<file path="config.mk">
export PLATFORM = sky130hd
export DESIGN_NAME = oldest_first_paired_fork_arbiter
export DESIGN_NICKNAME = d
export VERILOG_FILES = /design/src/design/ofpfa_pkg.sv /design/src/design/ofpfa_dpath.sv /design/src/design/ofpfa_ctrl.sv /design/src/design/oldest_first_paired_fork_arbiter.sv
export VERILOG_INCLUDE_DIRS = /design/src /design/src/design
export SDC_FILE = /design/constraint.sdc
export NUM_CORES = 1
export LEC_CHECK = 0
export BUFFER_PORTS_ARGS = -buffer_cell sky130_fd_sc_hd__buf_2
export CAP_MARGIN = 20
export CORE_ASPECT_RATIO = 0.8
export CORE_MARGIN = 4
export CORE_UTILIZATION = 47
export CTS_BUF_LIST = sky130_fd_sc_hd__clkbuf_4
export CTS_CLUSTER_DIAMETER = 80
export DETAILED_ROUTE_END_ITERATION = 7
export REMOVE_ABC_BUFFERS = 1
export SLEW_MARGIN = 10
export SYNTH_ARGS = -nofsm -noshare
export SYNTH_HDL_FRONTEND = slang
export SYNTH_SLANG_ARGS = --single-unit
</file>
<file path="constraint.sdc">
create_clock -name clk -period 6.32 [get_ports clk]
set_clock_uncertainty 0.1 [all_clocks]
set_input_delay 0.948 -clock clk [delete_from_list [all_inputs] [get_ports clk]]
set_output_delay 0.948 -clock clk [all_outputs]
set_load 0.01 [all_outputs]
</file>
<file path="src/design/oldest_first_paired_fork_arbiter_assert.svh">
// ----------------------------------------------------------------------------
// oldest_first_paired_fork_arbiter assertion macros
// shared concurrent assertion forms, clocked on clk, reset on rst
// ----------------------------------------------------------------------------
`ifndef OLDEST_FIRST_PAIRED_FORK_ARBITER_ASSERT_SVH
`define OLDEST_FIRST_PAIRED_FORK_ARBITER_ASSERT_SVH

// checked only outside reset
`define OFPFA_ASSERT(name, prop, msg) \
  name: assert property (@(posedge clk) disable iff (rst) prop) else $error(msg);

// checked on every edge, reset included
`define OFPFA_ASSERT_ALWAYS(name, prop, msg) \
  name: assert property (@(posedge clk) prop) else $error(msg);

`endif

</file>
<file path="src/design/ofpfa_pkg.sv">
// ----------------------------------------------------------------------------
// ofpfa_pkg
// types and constants shared by the paired fork arbiter modules
// ----------------------------------------------------------------------------
package ofpfa_pkg;

  localparam int NUM_REQUESTERS_DEF = 5;
  localparam int STAMP_BITS_DEF     = 32;

  localparam int REQ_BITS      = 3;
  localparam int STAMP_IN_BITS = 32;
  localparam int MASK_BITS     = 5;

  localparam logic FUNC_REQUEST = 1'b0;
  localparam logic FUNC_FINISH  = 1'b1;

  typedef struct packed {
    logic                     func;
    logic [REQ_BITS-1:0]      requester;
    logic [STAMP_IN_BITS-1:0] time_stamp;
  } in_item_t;

  typedef struct packed {
    logic [MASK_BITS-1:0] grant_mask;
    logic [MASK_BITS-1:0] free_mask;
    logic [MASK_BITS-1:0] holder_mask;
  } out_item_t;

  typedef struct packed {
    logic load;         // apply the accepted event
    logic release_hold; // drop pairs of requesters no longer asking
    logic start_visit;  // begin a search for the oldest waiting requester
    logic scan;         // compare one requester against the best so far
    logic commit;       // visit the chosen requester
    logic finish;       // capture the result word
  } cmd_t;

  typedef struct packed {
    logic pending;   // some waiting requester not yet visited
    logic scan_last; // scan stands on the last requester
  } status_t;

endpackage

</file>
<file path="src/design/ofpfa_dpath.sv">
// ----------------------------------------------------------------------------
// ofpfa_dpath
// request state, stamps, oldest-first search and pair allocation
// ----------------------------------------------------------------------------
module ofpfa_dpath
  import ofpfa_pkg::*;
#(
  parameter int NUM_REQUESTERS = NUM_REQUESTERS_DEF,
  parameter int STAMP_BITS     = STAMP_BITS_DEF
) (
  input  logic      clk,
  input  logic      rst,
  input  in_item_t  in_data,
  input  cmd_t      cmd,
  output status_t   status,
  output out_item_t out_data
);

  localparam int IW = (NUM_REQUESTERS > 1) ? $clog2(NUM_REQUESTERS) : 1;
  localparam logic [IW-1:0] LAST_IDX = IW'(NUM_REQUESTERS - 1);

  function automatic logic [IW-1:0] next_seat(input logic [IW-1:0] i);
    return (i == LAST_IDX) ? '0 : i + IW'(1);
  endfunction

  logic [NUM_REQUESTERS-1:0] resource_free;
  logic [NUM_REQUESTERS-1:0] holding_pair;
  logic [NUM_REQUESTERS-1:0] wants_to_eat;
  logic [NUM_REQUESTERS-1:0] visited;
  logic [NUM_REQUESTERS-1:0] granted;
  logic [STAMP_BITS-1:0]     request_time [NUM_REQUESTERS];

  logic                  best_valid;
  logic [IW-1:0]         best_idx;
  logic [STAMP_BITS-1:0] best_time;
  logic [IW-1:0]         scan_idx;

  logic                              req_in_range;
  logic [IW-1:0]                     req_idx;
  logic [STAMP_BITS+STAMP_IN_BITS-1:0] stamp_wide;
  logic [STAMP_BITS-1:0]             stamp_in;

  logic [NUM_REQUESTERS-1:0] free_rel;
  logic [NUM_REQUESTERS-1:0] hold_rel;

  logic [STAMP_BITS-1:0]     cand_time;
  logic                      take;
  logic [IW-1:0]             own_idx;
  logic [IW-1:0]             nxt_idx;
  logic                      can_take;
  logic [NUM_REQUESTERS-1:0] pair_bits;

  logic [NUM_REQUESTERS+MASK_BITS-1:0] grant_pad;
  logic [NUM_REQUESTERS+MASK_BITS-1:0] free_pad;
  logic [NUM_REQUESTERS+MASK_BITS-1:0] hold_pad;

  logic pair_clash;

  // event decode, stamp kept in its low bits
  always_comb begin
    req_in_range = 32'(in_data.requester) < 32'(NUM_REQUESTERS);
    req_idx      = IW'(in_data.requester);
    stamp_wide   = {{STAMP_BITS{1'b0}}, in_data.time_stamp};
    stamp_in     = stamp_wide[STAMP_BITS-1:0];
  end

  // pairs held by requesters that stopped asking go back
  always_comb begin
    free_rel = resource_free;
    hold_rel = holding_pair;
    for (int i = 0; i < NUM_REQUESTERS; i++) begin
      if (!wants_to_eat[i] && holding_pair[i]) begin
        free_rel[i] = 1'b1;
        free_rel[(i == NUM_REQUESTERS - 1) ? 0 : i + 1] = 1'b1;
        hold_rel[i] = 1'b0;
      end
    end
  end

  // strict compare while scanning upward keeps ties on the lower index
  always_comb begin
    cand_time = request_time[scan_idx];
    take      = wants_to_eat[scan_idx] && !visited[scan_idx] &&
                (!best_valid || (cand_time < best_time));
    own_idx   = best_idx;
    nxt_idx   = next_seat(best_idx);
    can_take  = resource_free[own_idx] && resource_free[nxt_idx];
    pair_bits = '0;
    pair_bits[own_idx] = 1'b1;
    pair_bits[nxt_idx] = 1'b1;
  end

  assign status.pending   = |(wants_to_eat & ~visited);
  assign status.scan_last = (scan_idx == LAST_IDX);

  always_ff @(posedge clk) begin
    if (rst) begin
      resource_free <= '1;
      holding_pair  <= '0;
      wants_to_eat  <= '0;
      visited       <= '0;
      granted       <= '0;
      best_valid    <= 1'b0;
      scan_idx      <= '0;
    end else begin
      if (cmd.load && req_in_range) begin
        wants_to_eat[req_idx] <= (in_data.func == FUNC_REQUEST);
      end
      if (cmd.release_hold) begin
        resource_free <= free_rel;
        holding_pair  <= hold_rel;
        visited       <= '0;
        granted       <= '0;
      end
      if (cmd.start_visit) begin
        best_valid <= 1'b0;
        scan_idx   <= '0;
      end
      if (cmd.scan) begin
        if (take) begin
          best_valid <= 1'b1;
        end
        if (!status.scan_last) begin
          scan_idx <= scan_idx + IW'(1);
        end
      end
      if (cmd.commit) begin
        visited[own_idx] <= 1'b1;
        if (can_take) begin
          resource_free         <= resource_free & ~pair_bits;
          holding_pair[own_idx] <= 1'b1;
          granted[own_idx]      <= 1'b1;
        end
      end
    end
  end

  // stamps and search payload
  always_ff @(posedge clk) begin
    if (cmd.load && req_in_range && (in_data.func == FUNC_REQUEST)) begin
      request_time[req_idx] <= stamp_in;
    end
    if (cmd.scan && take) begin
      best_idx  <= scan_idx;
      best_time <= cand_time;
    end
  end

  // result word, masks cut or padded to the reported width
  always_comb begin
    grant_pad = {{MASK_BITS{1'b0}}, granted};
    free_pad  = {{MASK_BITS{1'b0}}, resource_free};
    hold_pad  = {{MASK_BITS{1'b0}}, holding_pair};
  end

  always_ff @(posedge clk) begin
    if (cmd.finish) begin
      out_data.grant_mask  <= grant_pad[MASK_BITS-1:0];
      out_data.free_mask   <= free_pad[MASK_BITS-1:0];
      out_data.holder_mask <= hold_pad[MASK_BITS-1:0];
    end
  end

  // a holder owns both of its resources and no neighbor shares them
  always_comb begin
    pair_clash = 1'b0;
    for (int i = 0; i < NUM_REQUESTERS; i++) begin
      if (holding_pair[i] &&
          (resource_free[i] ||
           resource_free[(i == NUM_REQUESTERS - 1) ? 0 : i + 1] ||
           holding_pair[(i == NUM_REQUESTERS - 1) ? 0 : i + 1])) begin
        pair_clash = 1'b1;
      end
    end
  end

`include "oldest_first_paired_fork_arbiter_assert.svh"

  `OFPFA_ASSERT_ALWAYS(a_no_pair_clash, !pair_clash, "resource pair held twice or left free")
  `OFPFA_ASSERT(a_grant_is_holder, (granted & ~holding_pair) == '0, "grant without holding")
  `OFPFA_ASSERT(a_commit_marks_visit, cmd.commit |=> visited[$past(best_idx)], "visit not marked")

endmodule

</file>
<file path="src/design/ofpfa_ctrl.sv">
// ----------------------------------------------------------------------------
// ofpfa_ctrl
// sequencer for one arbitration round per event and the output handshake
// ----------------------------------------------------------------------------
module ofpfa_ctrl
  import ofpfa_pkg::*;
(
  input  logic    clk,
  input  logic    rst,
  input  logic    in_valid,
  output logic    in_ready,
  output logic    out_valid,
  input  logic    out_ready,
  input  status_t status,
  output cmd_t    cmd
);

  typedef enum logic [2:0] {
    S_IDLE,
    S_RELEASE,
    S_VISIT,
    S_SCAN,
    S_COMMIT,
    S_DONE
  } state_t;

  state_t state;
  state_t state_next;
  logic   out_free;

  assign in_ready = (state == S_IDLE);
  assign out_free = !out_valid || out_ready;

  always_comb begin
    cmd        = '0;
    state_next = state;
    case (state)
      S_IDLE: begin
        if (in_valid) begin
          cmd.load   = 1'b1;
          state_next = S_RELEASE;
        end
      end
      S_RELEASE: begin
        cmd.release_hold = 1'b1;
        state_next       = S_VISIT;
      end
      S_VISIT: begin
        if (status.pending) begin
          cmd.start_visit = 1'b1;
          state_next      = S_SCAN;
        end else begin
          state_next = S_DONE;
        end
      end
      S_SCAN: begin
        cmd.scan = 1'b1;
        if (status.scan_last) begin
          state_next = S_COMMIT;
        end
      end
      S_COMMIT: begin
        cmd.commit = 1'b1;
        state_next = S_VISIT;
      end
      S_DONE: begin
        // hold the round result until the output register is free
        if (out_free) begin
          cmd.finish = 1'b1;
          state_next = S_IDLE;
        end
      end
      default: begin
        state_next = S_IDLE;
      end
    endcase
  end

  always_ff @(posedge clk) begin
    if (rst) begin
      state     <= S_IDLE;
      out_valid <= 1'b0;
    end else begin
      state <= state_next;
      if (cmd.finish) begin
        out_valid <= 1'b1;
      end else if (out_ready) begin
        out_valid <= 1'b0;
      end
    end
  end

`include "oldest_first_paired_fork_arbiter_assert.svh"

  `OFPFA_ASSERT(a_one_word_at_a_time, in_valid && in_ready |=> !in_ready, "second word taken mid round")
  `OFPFA_ASSERT(a_no_result_overwrite, cmd.finish |-> (!out_valid || out_ready), "result overwritten")

endmodule

</file>
<file path="src/design/oldest_first_paired_fork_arbiter.sv">
// ----------------------------------------------------------------------------
// oldest_first_paired_fork_arbiter
// ring of requesters sharing one resource between each pair of neighbors
// ----------------------------------------------------------------------------
// usage
// - in channel (in_valid/in_ready/in_data): one event word, a stamped request
//   or a finish for one requester; an out-of-range index changes nothing but
//   still yields a result
// - out channel (out_valid/out_ready/out_data): one result word per event
//   with the newly granted requesters, free resources and current holders
// - each event runs one round: held pairs of requesters no longer asking are
//   released, then waiting requesters are visited oldest stamp first (lower
//   index on a tie) and each takes its pair if both resources are free
// - search: the oldest-first search compares one stored stamp per cycle and
//   scans all NUM_REQUESTERS stamps for each waiting requester; a new event
//   is taken only once the round before it has handed its result to the
//   output register
// - the result sits in an output register: the next event is taken while it
//   waits; a stalled receiver only holds the following round at its end
// - reset (rst, synchronous): all resources free, no holders, no requests
// ----------------------------------------------------------------------------
module oldest_first_paired_fork_arbiter
  import ofpfa_pkg::*;
#(
  parameter int NUM_REQUESTERS = NUM_REQUESTERS_DEF,
  parameter int STAMP_BITS     = STAMP_BITS_DEF
) (
  input  logic      clk,
  input  logic      rst,
  input  logic      in_valid,
  output logic      in_ready,
  input  in_item_t  in_data,
  output logic      out_valid,
  input  logic      out_ready,
  output out_item_t out_data
);

  cmd_t    cmd;
  status_t status;

  ofpfa_ctrl u_ctrl (
    .clk       (clk),
    .rst       (rst),
    .in_valid  (in_valid),
    .in_ready  (in_ready),
    .out_valid (out_valid),
    .out_ready (out_ready),
    .status    (status),
    .cmd       (cmd)
  );

  ofpfa_dpath #(
    .NUM_REQUESTERS (NUM_REQUESTERS),
    .STAMP_BITS     (STAMP_BITS)
  ) u_dpath (
    .clk      (clk),
    .rst      (rst),
    .in_data  (in_data),
    .cmd      (cmd),
    .status   (status),
    .out_data (out_data)
  );

endmodule

</file>
==> impl_metrics.tcl <==
set metrics [dict create \
    status "finished clean" \
    final_antenna_net_count 0 \
    synth-seq-cells 243 \
    ys_seq_area_share_pct 69.6 \
    ys_warn_count 0 \
    tritoncts "yes" \
    fp.dieW_um 171 \
    die-area_um2 23700 \
    leakage_nw 3.97 \
    clock_sinks 243 \
    drt_iter0_markers 339 \
    place_congestion 0.785 \
    worstSkewPairLatency_ns 0.67 \
    cts_root_buffer "clkbuf_4" \
    vdd_ir_drop_max_v 0.000176 \
    design.core.area_um2 20800 \
    cts_buffers 58 \
    antenna_found_initial 0 \
    grt_max_degree 39 \
    regArea_um2 6970 \
    rsz0062_at_grt "no" \
    holdCritStartpoint "u_dpath.granted[0]" \
    fin_util_pct 54.5 \
    clock.fmax_mhz 210 \
    power.density_nw_per_um2 282 \
    numPortBuffers 56 \
    cp-end-kind "flop" \
    core.rowCount 47 \
    whs_ns 0.338 \
    period_share_pct 75.2 \
    final_max_slew_viol_count 0 \
    fin_setup_tns_ns 0 \
    postSynthCellCount 608 \
    whs_endpoint "u_dpath.out_data[10]" \
    setup_viol 0 \
    hp-class "flop to flop" \
    required_ns 6.54 \
    grt_pass1_vias 5767 \
    dp_hpwl_um 11900 \
    crit_path_max_fanout 24 \
    rr_worst_depth 11 \
    avgViaCountPerCell 5.43 \
    timing.slew.headroom_pct 42.7 \
    r2r-end "u_dpath.best_idx[1]" \
    ys.flop_type "edfxtp_1" \
    drive_gt1_share_pct 32.4 \
    syn-mean-instance-area_um2 16.5 \
    period_needed_ns 4.75 \
    grt_use_total_pct 16.6 \
    clk_pin_slew_worst_paths_ns 0.07 \
    ios 57 \
    wire_per_inst_um 19.2 \
    post_cts_resized 0 \
    finalWirelength_um 19600 \
    grt_pass1_wl_um 31100 \
    vias 5539 \
    cts_setup_buffers 0 \
    worstMarginPinSlew_ns 0.860 \
    drt_first_pass_iters 4 \
    fill_cells 1685 \
    num_antenna_cells 0 \
    start_util_pct 48.1 \
    hold_viol_final 0 \
    synth_area_um2 10000 \
    setup_slack_ns 1.57 \
    syn_to_final_growth_pct 13.5 \
    whs_path_depth 0 \
    htreeDepth 2 \
    synth-edff-count 210 \
    hold_buffers 0 \
    start_kind "flop" \
    overflow 0 \
    nNetsFinal 787 \
    synth-async-reset-ratio_pct 0 \
    crit_arrival_ns 4.97 \
    multi_input_area_um2 2810 \
    yosys.cell_types.count 57 \
    remaining_drc_errors 0 \
    die_h_um 138 \
    r2r_slack_ns 1.57 \
    drv_cap 0 \
    r2r_start "u_dpath.scan_idx[0]" \
    pre_cts_ws_ns 1.45 \
    clock_tree.buffer_depth 3 \
    crit_type "flop to flop" \
]
-- synth_stat cells, drive strengths merged (6+ instances only) --
cell	instances	area (um^2)
ha	35	438
dfxtp	33	661
inv	40	153
clkbuf	11	41.3
buf	12	83.8
mux4	33	743
mux2	31	349
edfxtp	210	6310
nor2	26	97.6
nand4	8	50.1
nor3	13	65.1
nand3	10	50.1
o21ai	17	85.1
a31oi	6	37.5
nand2b	13	81.3
nand2	22	87.6
a21oi	27	146
-- sequential cells by signal, summed over array words and instances, names as in the netlist --
| register | cells |
|---|---|
| u_ctrl.out_valid | 1 |
| u_dpath.best_idx | 3 |
| u_dpath.out_data | 15 |
| u_dpath.resource_free | 5 |
| u_dpath.scan_idx | 3 |
| u_dpath.wants_to_eat | 5 |
| u_dpath.granted | 5 |
| u_dpath.visited | 5 |
| u_dpath.request_time | 160 |
| u_dpath.holding_pair | 5 |
| u_dpath.best_time | 32 |
| u_ctrl.state | 3 |
| u_dpath.best_valid | 1 |
-- critical path, stage by stage, from the launching register on --
cell and delay [ns]:
dfxtp_2 0.89, buf_4 0.46, mux4_2 0.54, mux2_2 0.29
ha_1 0.33, a21oi_1 0.14, nand2_1 0.07, a221oi_1 0.28
o211ai_1 0.14, a21o_1 0.22, a41oi_4 0.52, buf_4 0.40
-- routing by layer --
layer | vias to the layer above | wire (um) | track usage [%]
met5 | - | 0 | 0
li1 | 2607 | - | -
met1 | 2733 | 9390 | 24.6
met3 | 40 | 1090 | 4.22
met2 | 159 | 8750 | 24.7
met4 | 0 | 332 | 4.71
-- placed cells by master, fill, tap and decap left out, types with 5 or more instances in the layout --
cell type  count
nand2b_1      13
nor3_1        13
o21ai_0       11
o21ai_1        6
clkbuf_4      92
nand4_1        8
nor2_1        22
a31oi_1        6
a21oi_1       26
buf_2         56
mux2_2        31
inv_1         39
buf_4         11
edfxtp_1     210
ha_1          35
dfxtp_1       32
nand3_1       10
clkinv_1       5
mux4_2        33
nand2_1       20
-- through the flow --
step	power (mW)	instances	cell area, um^2
after floorplan	1.93	585	9880
after global placement	2.00	921	10600
after detailed placement	2.00	921	10600
after CTS	3.26	1021	11400
after global routing	3.36	1021	11400
final	3.21	1021	11400
-- layout make-up --
type	count	area share, %
flip-flops and latches	243	61.4
clock inverters	8	0.287
inverters	40	1.34
repair buffers	67	3.20
clock buffers	92	6.08
well taps	269	2.96
multi-input cells	302	24.7
-- kinds of logic after synthesis --
| logic type | share of synthesized area (%) |
|---|---|
| flops | 69.6 |
| simple gates | 5.75 |
| compound gates | 5.97 |
| mux | 11.3 |
| buf+inv | 2.78 |
| fa+ha+maj | 4.38 |
| xor+xnor | 0.175 |
-- worst max path at each step --
stage / endpoint / startpoint / slack (ns) / cells past startpoint
4_1_cts: u_dpath.best_idx[1] / u_dpath.scan_idx[0] / 1.43 / 11
3_5_place_dp: u_dpath.best_time[10] / u_dpath.scan_idx[0] / 1.45 / 11
5_1_grt: u_dpath.best_time[5] / u_dpath.scan_idx[0] / 1.14 / 11
2_1_floorplan: u_dpath.best_idx[0] / u_dpath.scan_idx[0] / 0.41 / 9
6_report: u_dpath.best_idx[1] / u_dpath.scan_idx[0] / 1.57 / 11
3_3_place_gp: u_dpath.best_time[4] / u_dpath.scan_idx[0] / 1.57 / 11
-- power breakdown --
group | internal (mW) | switching (mW) | total, mW
sequential | 1.77 | 0.0230 | 1.79
clock | 0.653 | 0.587 | 1.24
combinational | 0.0762 | 0.100 | 0.177
Note: power is estimated with default switching activity, not from simulation.
